`src/design/lqms_pkg.sv`:
```
`timescale 1ns / 1ps
// ----------------------------------------------------------------------------
// lqms_pkg
// Shared types and constants of the link quality mode selector.
// ----------------------------------------------------------------------------
package lqms_pkg;

    localparam int SCORE_W     = 10;
    localparam int WEIGHT_W    = 16;
    localparam int PROD_W      = SCORE_W + WEIGHT_W;
    localparam int ACC_W       = PROD_W + 3;
    localparam int FACTOR_N    = 7;
    localparam int REG_COUNT   = 8;
    localparam int CFG_IDX_W   = 3;
    localparam int IN_TDATA_W  = 72;
    localparam int OUT_TDATA_W = 16;
    localparam int FIFO_DEPTH  = 2;
    localparam int FIFO_PTR_W  = 1;
    localparam int FIFO_CNT_W  = 2;

    localparam logic [SCORE_W-1:0] QUALITY_MAX   = 10'd1000;
    localparam logic [SCORE_W-1:0] SAFE_BELOW    = 10'd500;
    localparam logic [SCORE_W-1:0] INTERVAL_FAST = 10'd900;
    localparam logic [SCORE_W-1:0] INTERVAL_SLOW = 10'd400;

    typedef enum logic [1:0] {
        TREND_STABLE    = 2'd0,
        TREND_DEGRADING = 2'd1,
        TREND_IMPROVING = 2'd2
    } trend_t;

    typedef enum logic [CFG_IDX_W-1:0] {
        REG_W_RSSI     = 3'd0,
        REG_W_SNR      = 3'd1,
        REG_W_DELIVERY = 3'd2,
        REG_W_LOSS     = 3'd3,
        REG_W_SIZE     = 3'd4,
        REG_W_CRC      = 3'd5,
        REG_W_INTERVAL = 3'd6,
        REG_FAST_LIMIT = 3'd7
    } reg_index_t;

    // Factor scores in weight order: element i is scaled by weight register i
    typedef logic [FACTOR_N-1:0][SCORE_W-1:0]  score_vec_t;
    typedef logic [FACTOR_N-1:0][WEIGHT_W-1:0] weight_vec_t;

endpackage

```
`src/design/link_quality_mode_selector.sv`:
```
`timescale 1ns / 1ps
// ----------------------------------------------------------------------------
// link_quality_mode_selector
// Scores link reports, forms a weighted link quality index, and selects
// FAST or SAFE mode from the index and its three-report trend.
//
//   channel   direction  handshake           payload
//   s_        in         s_tvalid/s_tready   s_tdata[71:0] link report
//   m_        out        m_tvalid/m_tready   m_tdata[15:0] quality result
//   cfg_      in         cfg_valid/cfg_ready cfg_index[2:0], cfg_data[15:0]
//
// One report per cycle sustained while the output is not stalled; the scores
// of a taken report enter the queue, then load the product stage, then sum,
// trend and mode load the output register.
// Reset is synchronous and active low; weights return to their defaults and
// the history and mode clear. cfg_ready is always high.
// A stalled output holds the whole back section; the front keeps accepting
// until the two-entry queue fills.
// ----------------------------------------------------------------------------
module link_quality_mode_selector (
    input  logic                              aclk,
    input  logic                              aresetn,
    input  logic                              s_tvalid,
    output logic                              s_tready,
    // rssi_dbm[8:0], snr_qdb[16:9], delivery_tenths[26:17], loss_tenths[36:27],
    // packet_bytes[44:37], crc_score_tenths[54:45], interval_ms[70:55], zero[71]
    input  logic [lqms_pkg::IN_TDATA_W-1:0]   s_tdata,
    output logic                              m_tvalid,
    input  logic                              m_tready,
    // quality_tenths[9:0], trend_code[11:10], mode_safe[12], mode_changed[13],
    // zero[15:14]
    output logic [lqms_pkg::OUT_TDATA_W-1:0]  m_tdata,
    input  logic                              cfg_valid,
    output logic                              cfg_ready,
    input  logic [lqms_pkg::CFG_IDX_W-1:0]    cfg_index,
    input  logic [lqms_pkg::WEIGHT_W-1:0]     cfg_data
);
    import lqms_pkg::*;

    logic [REG_COUNT-1:0][WEIGHT_W-1:0] cfg_reg, cfg_next;
    weight_vec_t weights;
    score_vec_t  front_scores;
    score_vec_t  q_data;
    logic        q_full, q_valid, q_pop;

    assign cfg_ready = 1'b1;

    always_comb begin
        cfg_next = cfg_reg;
        if (cfg_valid) begin
            cfg_next[cfg_index] = cfg_data;
        end
    end

    always_ff @(posedge aclk) begin
        if (!aresetn) begin
            cfg_reg[REG_W_RSSI]     <= 16'd16384;
            cfg_reg[REG_W_SNR]      <= 16'd13107;
            cfg_reg[REG_W_DELIVERY] <= 16'd9830;
            cfg_reg[REG_W_LOSS]     <= 16'd9830;
            cfg_reg[REG_W_SIZE]     <= 16'd3277;
            cfg_reg[REG_W_CRC]      <= 16'd6554;
            cfg_reg[REG_W_INTERVAL] <= 16'd6554;
            cfg_reg[REG_FAST_LIMIT] <= 16'd5000;
        end else begin
            cfg_reg <= cfg_next;
        end
    end

    assign weights  = cfg_reg[FACTOR_N-1:0];
    assign s_tready = !q_full;

    lqms_front u_front (
        .report     (s_tdata),
        .fast_limit (cfg_reg[REG_FAST_LIMIT]),
        .scores     (front_scores)
    );

    lqms_fifo u_fifo (
        .aclk      (aclk),
        .aresetn   (aresetn),
        .wr_en     (s_tvalid),
        .wr_data   (front_scores),
        .full      (q_full),
        .rd_en     (q_pop),
        .rd_data   (q_data),
        .not_empty (q_valid)
    );

    lqms_back u_back (
        .aclk     (aclk),
        .aresetn  (aresetn),
        .q_valid  (q_valid),
        .q_data   (q_data),
        .q_pop    (q_pop),
        .weights  (weights),
        .m_tvalid (m_tvalid),
        .m_tready (m_tready),
        .m_tdata  (m_tdata)
    );

    a_mode_rule: assert property (@(posedge aclk) disable iff (!aresetn)
        m_tvalid |-> (m_tdata[12] ==
            ((m_tdata[9:0] < SAFE_BELOW) || (m_tdata[11:10] == TREND_DEGRADING))))
        else $error("mode does not follow quality and trend");

    a_quality_range: assert property (@(posedge aclk) disable iff (!aresetn)
        m_tvalid |-> (m_tdata[9:0] <= QUALITY_MAX))
        else $error("quality above saturation limit");

    a_trend_code: assert property (@(posedge aclk) disable iff (!aresetn)
        m_tvalid |-> (m_tdata[11:10] != 2'd3))
        else $error("illegal trend code");

    a_queue_ready: assert property (@(posedge aclk) disable iff (!aresetn)
        (m_tvalid && !m_tready && !s_tready) |=> !s_tready)
        else $error("queue drained while output stalled");

endmodule

```
`src/design/lqms_front.sv`:
```
`timescale 1ns / 1ps
// ----------------------------------------------------------------------------
// lqms_front
// Unpacks a link report and turns each factor into a clamped 0..1000 score.
// ----------------------------------------------------------------------------
module lqms_front (
    input  logic [lqms_pkg::IN_TDATA_W-1:0] report,
    input  logic [15:0]                     fast_limit,
    output lqms_pkg::score_vec_t            scores
);
    import lqms_pkg::*;

    logic signed [8:0]  rssi;
    logic signed [7:0]  snr;
    logic [9:0]         delivery;
    logic [9:0]         loss;
    logic [7:0]         bytes;
    logic [9:0]         crc;
    logic [15:0]        interval;

    logic signed [10:0] rssi_off;
    logic signed [15:0] rssi_t;
    logic signed [10:0] snr_off;
    logic signed [15:0] snr_t;

    logic [7:0]         size_x;
    logic [17:0]        size_n;
    logic [26:0]        size_p;
    logic [10:0]        size_e;
    logic [17:0]        size_r;

    assign rssi     = report[8:0];
    assign snr      = report[16:9];
    assign delivery = report[26:17];
    assign loss     = report[36:27];
    assign bytes    = report[44:37];
    assign crc      = report[54:45];
    assign interval = report[70:55];

    assign rssi_off = {{2{rssi[8]}}, rssi} + 11'sd120;
    assign rssi_t   = 16'(rssi_off) * 16'sd25;
    assign snr_off  = {{3{snr[7]}}, snr} + 11'sd80;
    assign snr_t    = 16'(snr_off) * 16'sd25;

    // x/255 from x*257/65536, which lands on the quotient or one below it
    assign size_x = 8'hFF - bytes;
    assign size_n = 18'(size_x) * 18'd1000;
    assign size_p = {1'b0, size_n, 8'b0} + {9'b0, size_n};
    assign size_e = size_p[26:16];
    assign size_r = size_n - 18'(size_e) * 18'd255;

    always_comb begin
        // negative products truncate toward zero and clamp to zero either way
        if (rssi_t[15]) begin
            scores[REG_W_RSSI] = '0;
        end else if (rssi_t[15:1] > 15'(QUALITY_MAX)) begin
            scores[REG_W_RSSI] = QUALITY_MAX;
        end else begin
            scores[REG_W_RSSI] = rssi_t[10:1];
        end

        if (snr_t[15]) begin
            scores[REG_W_SNR] = '0;
        end else if (snr_t[15:2] > 14'(QUALITY_MAX)) begin
            scores[REG_W_SNR] = QUALITY_MAX;
        end else begin
            scores[REG_W_SNR] = snr_t[11:2];
        end

        scores[REG_W_DELIVERY] = (delivery > QUALITY_MAX) ? QUALITY_MAX : delivery;
        scores[REG_W_LOSS]     = (loss > QUALITY_MAX) ? '0 : QUALITY_MAX - loss;

        if (size_r >= 18'd255) begin
            scores[REG_W_SIZE] = 10'(size_e + 11'd1);
        end else begin
            scores[REG_W_SIZE] = size_e[9:0];
        end

        scores[REG_W_CRC]      = (crc > QUALITY_MAX) ? QUALITY_MAX : crc;
        scores[REG_W_INTERVAL] = (interval <= fast_limit) ? INTERVAL_FAST : INTERVAL_SLOW;
    end

endmodule

```
`src/design/lqms_fifo.sv`:
```
`timescale 1ns / 1ps
// ----------------------------------------------------------------------------
// lqms_fifo
// Two-entry queue of score sets between the front and back sections.
// ----------------------------------------------------------------------------
module lqms_fifo (
    input  logic                 aclk,
    input  logic                 aresetn,
    input  logic                 wr_en,
    input  lqms_pkg::score_vec_t wr_data,
    output logic                 full,
    input  logic                 rd_en,
    output lqms_pkg::score_vec_t rd_data,
    output logic                 not_empty
);
    import lqms_pkg::*;

    score_vec_t            entries_reg [FIFO_DEPTH];
    logic [FIFO_PTR_W-1:0] wr_ptr_reg, wr_ptr_next;
    logic [FIFO_PTR_W-1:0] rd_ptr_reg, rd_ptr_next;
    logic [FIFO_CNT_W-1:0] count_reg, count_next;
    logic                  do_wr, do_rd;

    assign full      = (count_reg == FIFO_CNT_W'(FIFO_DEPTH));
    assign not_empty = (count_reg != '0);
    assign do_wr     = wr_en && !full;
    assign do_rd     = rd_en && not_empty;
    assign rd_data   = entries_reg[rd_ptr_reg];

    always_comb begin
        wr_ptr_next = do_wr ? wr_ptr_reg + 1'b1 : wr_ptr_reg;
        rd_ptr_next = do_rd ? rd_ptr_reg + 1'b1 : rd_ptr_reg;
        count_next  = count_reg;
        if (do_wr && !do_rd) begin
            count_next = count_reg + 1'b1;
        end else if (do_rd && !do_wr) begin
            count_next = count_reg - 1'b1;
        end
    end

    always_ff @(posedge aclk) begin
        if (!aresetn) begin
            wr_ptr_reg <= '0;
            rd_ptr_reg <= '0;
            count_reg  <= '0;
        end else begin
            wr_ptr_reg <= wr_ptr_next;
            rd_ptr_reg <= rd_ptr_next;
            count_reg  <= count_next;
        end
    end

    always_ff @(posedge aclk) begin
        if (do_wr) begin
            entries_reg[wr_ptr_reg] <= wr_data;
        end
    end

endmodule

```
`src/design/lqms_back.sv`:
```
`timescale 1ns / 1ps
// ----------------------------------------------------------------------------
// lqms_back
// Weights the scores, forms the LQI, tracks the trend and picks the mode.
// ----------------------------------------------------------------------------
module lqms_back (
    input  logic                                aclk,
    input  logic                                aresetn,
    input  logic                                q_valid,
    input  lqms_pkg::score_vec_t                q_data,
    output logic                                q_pop,
    input  lqms_pkg::weight_vec_t               weights,
    output logic                                m_tvalid,
    input  logic                                m_tready,
    output logic [lqms_pkg::OUT_TDATA_W-1:0]    m_tdata
);
    import lqms_pkg::*;

    logic                  advance;
    logic                  prod_valid_reg, prod_valid_next;
    logic [PROD_W-1:0]     prod_reg [FACTOR_N];
    logic [ACC_W-1:0]      acc;
    logic [SCORE_W-1:0]    lqi;
    trend_t                trend;
    logic                  mode;
    logic                  load_out;

    logic [SCORE_W-1:0]    hist0_reg, hist1_reg;
    logic [1:0]            fill_reg, fill_next;
    logic                  mode_reg;
    logic                  out_valid_reg, out_valid_next;
    logic [OUT_TDATA_W-1:0] out_data_reg;

    // whole pipeline holds while a result waits at the output
    assign advance         = !out_valid_reg || m_tready;
    assign q_pop           = q_valid && advance;
    assign prod_valid_next = advance ? q_valid : prod_valid_reg;
    assign out_valid_next  = advance ? prod_valid_reg : out_valid_reg;
    assign load_out        = advance && prod_valid_reg;

    always_ff @(posedge aclk) begin
        if (advance) begin
            for (int i = 0; i < FACTOR_N; i++) begin
                prod_reg[i] <= {{WEIGHT_W{1'b0}}, q_data[i]}
                             * {{SCORE_W{1'b0}}, weights[i]};
            end
        end
    end

    always_comb begin
        acc = '0;
        for (int i = 0; i < FACTOR_N; i++) begin
            acc = acc + ACC_W'(prod_reg[i]);
        end
        lqi = (acc[ACC_W-1:16] > (ACC_W-16)'(QUALITY_MAX)) ? QUALITY_MAX : acc[25:16];

        // history is full once this LQI makes three
        trend = TREND_STABLE;
        if (fill_reg >= 2'd2) begin
            if (hist1_reg > hist0_reg && hist0_reg > lqi) begin
                trend = TREND_DEGRADING;
            end else if (hist1_reg < hist0_reg && hist0_reg < lqi) begin
                trend = TREND_IMPROVING;
            end
        end
        mode      = (lqi < SAFE_BELOW) || (trend == TREND_DEGRADING);
        fill_next = (fill_reg == 2'd3) ? fill_reg : fill_reg + 2'd1;
    end

    always_ff @(posedge aclk) begin
        if (!aresetn) begin
            prod_valid_reg <= 1'b0;
            out_valid_reg  <= 1'b0;
            hist0_reg      <= '0;
            hist1_reg      <= '0;
            fill_reg       <= '0;
            mode_reg       <= 1'b0;
        end else begin
            prod_valid_reg <= prod_valid_next;
            out_valid_reg  <= out_valid_next;
            if (load_out) begin
                hist0_reg <= lqi;
                hist1_reg <= hist0_reg;
                fill_reg  <= fill_next;
                mode_reg  <= mode;
            end
        end
    end

    always_ff @(posedge aclk) begin
        if (load_out) begin
            out_data_reg <= {2'b00, mode != mode_reg, mode, trend, lqi};
        end
    end

    assign m_tvalid = out_valid_reg;
    assign m_tdata  = out_data_reg;

endmodule
```
`config.mk`:
```
export PLATFORM = sky130hd
export DESIGN_NAME = link_quality_mode_selector
export DESIGN_NICKNAME = d
export VERILOG_FILES = /design/src/design/lqms_pkg.sv /design/src/design/link_quality_mode_selector.sv /design/src/design/lqms_front.sv /design/src/design/lqms_fifo.sv /design/src/design/lqms_back.sv
export SDC_FILE = /design/constraint.sdc
export NUM_CORES = 2
export LEC_CHECK = 0
export CORE_MARGIN = 3
export CORE_UTILIZATION = 55
export CTS_BUF_LIST = sky130_fd_sc_hd__clkbuf_4
export CTS_CLUSTER_DIAMETER = 100
export CTS_CLUSTER_SIZE = 10
export DETAILED_ROUTE_END_ITERATION = 8
export DONT_BUFFER_PORTS = 1
export GPL_TIMING_DRIVEN = 0
export PLACE_DENSITY_LB_ADDON = 0.15
export SYNTH_ARGS = -nofsm -noshare
export SYNTH_HDL_FRONTEND = slang
export SYNTH_SLANG_ARGS = --single-unit
```
`constraint.sdc`:
```
create_clock -name aclk -period 21.1 [get_ports aclk]
set_input_delay 4.22 -clock aclk [delete_from_list [all_inputs] [get_ports aclk]]
set_output_delay 4.22 -clock aclk [all_outputs]
set_load 0.01 [all_outputs]
```
=== Word level (Yosys, flattened, before mapping) ===
Memory sizes are Yosys's and may differ from the RTL's. A register that Yosys moved wholly into a read port is not among the register bits.
Cells that the tools add are included.

* Register bits: 171
* Latch bits: 0
* Bits in writable memories: 322
* Memory bits (read-only): 0
* Input bits: 96
* Output and inout bits: 19
* Logic and storage cells: 112
* Memories kept: 2

{| class="wikitable"
|+ Memory list
! memory !! depth !! bits a word !! rd ports !! clocked after Yosys merged registers in !! wr ports !! line !! source
|-
| u_back.prod_reg || 7 || 26 || 7 || 0 || 7 || lqms_back.sv:21 || <nowiki>logic [PROD_W-1:0] prod_reg [FACTOR_N];</nowiki>
|-
| u_fifo.entries_reg || 2 || 70 || 1 || 1 || 1 || lqms_fifo.sv:18 || <nowiki>score_vec_t entries_reg [FIFO_DEPTH];</nowiki>
|}

* Add/sub/neg operators: 18
* $mul: 11
* Divide/modulo/power cells: 0
* $lt $le $gt $ge: 16
* Equality and inequality tests: 4
* Shift operators: 0
* Mux-type cells: 24
* Bitwise gates (word level): 1
* Reductions and logical operators: 18

{| class="wikitable"
|+ Operator list
! operator !! count
|-
| multiplier 10 x 16 -> 26 bit || 7
|-
| adder 29 x 26 -> 29 bit || 5
|-
| bitwise mux 128 bit || 1
|-
| two-way mux 10 bit || 10
|-
| demux 16 bit (select 3 bit) || 1
|-
| > comparator 10 bit, second input constant || 3
|-
| adder 26 x 18 -> 27 bit || 1
|-
| adder 26 x 26 -> 27 bit || 1
|-
| > comparator 10 bit || 2
|-
| less-than comparator 10 bit || 2
|-
| greater-or-equal comparator 18 x 8 -> 1 bit, second input constant || 1
|-
| multiplier 11 x 8 -> 18 bit, second input constant || 1
|-
| subtractor 18 bit || 1
|-
| <= comparator 16 bit || 1
|-
| multiplier 10 x 6 -> 16 bit, second input constant || 1
|-
| two-way mux 16 bit || 1
|-
| > comparator 15 x 10 -> 1 bit, second input constant || 1
|-
| multiplier 8 x 7 -> 15 bit, second input constant || 1
|-
| multiplier 9 x 6 -> 15 bit, second input constant || 1
|-
| > comparator 14 x 10 -> 1 bit, second input constant || 1
|-
| > comparator 13 x 10 -> 1 bit, second input constant || 1
|-
| adder 10 x 1 -> 10 bit, second input constant || 1
|-
| adder 9 x 8 -> 10 bit, second input constant || 1
|-
| less-than comparator 10 x 9 -> 1 bit, second input constant || 1
|-
| other kinds (20) || 45
|}

=== Depth between registers and ports, before layout ===
An unclocked memory read counts as a cell.

* Depth after elaboration: 17
* Gate-level depth with buffers: 48
* Depth with buffers taken out: 47

=== Cells and area by module ===
Synthesis repeated with hierarchy kept, for this count alone.

* Cell total of the unflattened synthesis: 6551
* Area, all modules: 64291.7 µm²

{| class="wikitable"
|+ Modules (own cells, without submodules)
! module !! instances !! cells each !! area each (µm²) !! seq. area each (µm²)
|-
| lqms_back || 1 || 4881 || 46264.4 || 6386.1
|-
| lqms_front || 1 || 963 || 7770.0 || 0.0
|-
| lqms_fifo || 1 || 243 || 5268.8 || 4304.1
|-
| link_quality_mode_selector || 1 || 464 || 4988.5 || 2562.5
|}

=== Worst setup path after synthesis ===
OpenSTA, ideal clock, no wires.

* Path kind: input to register
* Start point: input port s_tdata[37] in the netlist's numbering
* End point: memory u_fifo.entries_reg[0][41] in the netlist's numbering, data pin
* Library setup time: 266 ps
* Data arrival time: 14360 ps
* Required time: 20834 ps
* Slack: 6473 ps
* Stages: 44
* Buffers on the path: 1
* Path through: inv_1 fa_1 xor2_1 ha_1 fa_1 inv_1 fa_1 inv_1 ha_1 nand2_1 a21oi_1 o21ai_0 nor2b_1 xnor2_1 ha_1 a31o_2 a221oi_2 nor2_1 [... 8 more ...] inv_1 fa_1 inv_1 fa_1 inv_1 ha_1 inv_1 nor2_1 nor4_1 a2bb2oi_1 a21boi_0 o21ba_2 o2111ai_1 o41a_1 a2111oi_0 and4b_1 buf_6 mux2_1

{| class="wikitable"
|+ RTL lines
! element !! line !! source
|-
| from (decl) || link_quality_mode_selector.sv:27 || <nowiki>input logic [lqms_pkg::IN_TDATA_W-1:0] s_tdata,</nowiki>
|-
| to (decl) || lqms_fifo.sv:18 ||
|}

==> reports/qor.txt <==
Post-synth ARST share - 0%
combined area of all synthesized cells - 60900 um2
commonest cells in the synthesized netlist - inv_1, fa_1, nand2_1, ha_1, nor2b_1
share of the synthesized area in the top cell type - 29.1%
global-route congestion overflow total - 0
post-route non-filler standard cell count - 7878
# fillers - 9632
die outline area - 115000 um2
combinational family with the most area after synthesis - adder cells
dominant cell type by area after synthesis - fa_1
number of library cell types mapped by synthesis - 90
mux share of post-synthesis cell area - 1.13%
simple-gate share of the synthesized area - 15.1%
fin worst setup slack - 5490 ps
setup clock skew after layout - 61.4 ps
number of rows in the core area - 121
Max-cap violations - 0
top-level I/O count - 115
postcts setup bufs - 0
most frequent cell after synthesis - inv_1
cells after synthesis - 6282
CTS HTree Levels - 2
number of setup violations in the final report - 0
final period utilization - 74.0%
DRT antenna net count - 0
slew at the pin closest to its max-slew limit - 1490 ps
# nets final - 8015
maximum number of pins on one net before global-route repair - 113
horizontal die dimension - 339 um
first drt pass iteration count - 5
flip-flop count of the largest register after layout - 180
remaining max-slew budget at the tightest pin - 0.697%
TritonCTS clock tree - done
Avg Inst Size Synth - 9.69 um2
via count of the first global-routing pass - 44262
synthesized-area fraction occupied by ao, oa, aoi and oai cells - 7.45%
post-route worst hold slack - 471 ps
vias - 42929
instance count after placement with tap cells included - 7763
global-route wire length before repair - 249000 um
path type of the worst min-delay path - reg -> reg
leading post-synthesis cells by cell area - fa_1, edfxtp_1, ha_1
outcome - finished clean
residual DRC count - 0
Final HPWL DP - 127000 um
CTS Root Buffer Type - clkbuf_4
# resized after CTS - 0
Worst setup SP type - input pin
multi-input combinational cell area - 43100 um2
XOR/XNOR share of the synthesized area - 3.75%
antenna violations before repair - 26
Std-Cell Core Area - 109000 um2
maximum frequency from static timing analysis - 64.1 MHz
Yosys Warn Count - 0
TritonCTS buffer count - 54
GRT Util Overall - 28.0%
detailed-route wire length - 158000 um
type of the setup path with the least slack - in -> reg
Vias per Instance - 5.45
crit end category - flop
register area share after synthesis - 20.9%
unrepaired setup endpoints after global routing - false
most instantiated flip-flop cell in the synthesis netlist - edfxtp_1
Final Hold Viols - 0
clock sinks - 476
fin. max-slew vios - 0
setup TNS - 0 ps
Reg area - 12700 um2
maximum cell stage delay along the critical path - 640 ps
Routability Congestion - 0.944
share of post-route cells with drive strength above 1 - 3.32%
count of port buffers added during placement - 0
critical path arrival - 16260 ps
data required time at the worst endpoint - 21750 ps
Post-Synth Adder-Cell Area - 43.3%
final critical-path required period - 15610 ps
DR iter-0 viols - 2555
Initial Utilization - 55.7%
clock slew seen by the registers of the worst setup and hold paths - 120 ps
clock latency of the later-clocked register in the worst-skew pair - 930 ps
pre-CTS WS - 4650 ps
number of enable-type register cells in the synthesized netlist - 318
clk buf depth - 3
per-cell routed wire length - 20.0 um
FF+latch count, synth - 476
CTS hold repair buffers - 0
Max stage delay cell, worst path - fa_1
layout overhead on the synthesized area - 4.53%
Die Span Y - 339 um
maximum fanout encountered on the critical timing path - 14
-- kinds of logic (layout without fill, tap and decap cells) --
kind of cell / Yosys count / count (layout)
AO/OA/AOI/OAI: 666 / 666
multiplexers: 64 / 64
XOR/XNOR: 258 / 258
buffers and inverters: 1343 / 1448
other: 2 / 17
flip-flops: 476 / 476
AND/OR/NAND/NOR: 1897 / 1897
adder cells (fa/ha/maj): 1576 / 1576
-- placed cells by master, fill, tap and decap left out, types with 11 or more instances in the layout --
master and n:
a31oi_1 16, inv_1 1098, ha_1 692, mux2i_1 24, clkbuf_1 218, nor2b_1 363, o211ai_1 13, nand4_1 20
a211oi_1 15, nand2_1 859, a21o_1 46, dfxtp_1 158, or3_1 18, and2_1 166, diode_2 14, o21ai_0 78
o41ai_1 11, clkbuf_4 97, nand3_1 94, buf_4 14, o21bai_1 56, nor2_1 157, xnor2_1 205, nor3_1 64
and3_1 19, edfxtp_1 318, a21boi_0 106, fa_1 884, a21oi_1 187, o21a_1 32, mux2_2 39, or2_2 11
xor2_1 51, nand2b_1 86
-- worst max-delay path: cells and delay by family --
| kind | cells | cell delay (ps) |
|---|---|---|
| buffers and inverters | 8 | 1290 |
| xor gates and xnor gates | 3 | 1230 |
| muxes | 1 | 380 |
| adders and majority gates | 11 | 5040 |
| AOI/OAI and AO/OA | 13 | 2780 |
| and+or+nand+nor | 8 | 1310 |
-- through the flow --
step	cell area, um2	utilization [%]
after floorplan	60900	-
after global placement	62800	57.4
after detailed placement	62900	57.5
after CTS	63600	58.2
after global routing	63600	58.2
final	63700	58.2
-- per-layer routing --
metal	vias up	track usage (%)	share of wire, %
li1	20039	-	-
met4	14	11.2	4.7
met3	289	7.75	8.7
met5	-	0	0.054
met1	21366	37.0	42
met2	1221	43.8	44
-- path summary, 6_finish.rpt --
check,endpoint,slack (ps),cells past startpoint,from
worst min register to register,cfg_reg[9],470,2,cfg_reg[9]
worst max register to register,u_back.prod_reg[1][24],11110,28,flop
worst max-delay path,u_fifo.entries_reg[1][41],5490,44,s_tdata[37]
worst min-delay path,cfg_reg[9],470,2,cfg_reg[9]
-- final cells by class --
type / instances / area share (%)
diodes: 14 / 0.0550
repair buffers: 4 / 0.149
clock buffers: 97 / 1.14
flip-flops and latches: 476 / 20.0
inverters: 1100 / 6.50
well taps: 1476 / 2.90
multi-input cells: 4464 / 67.7
clock inverters: 4 / 0.0373
plain buffers: 243 / 1.55
Power is left out: the tool's default activity adds up to more than one toggle a clock period on the data nets, which glitch-free logic cannot reach.
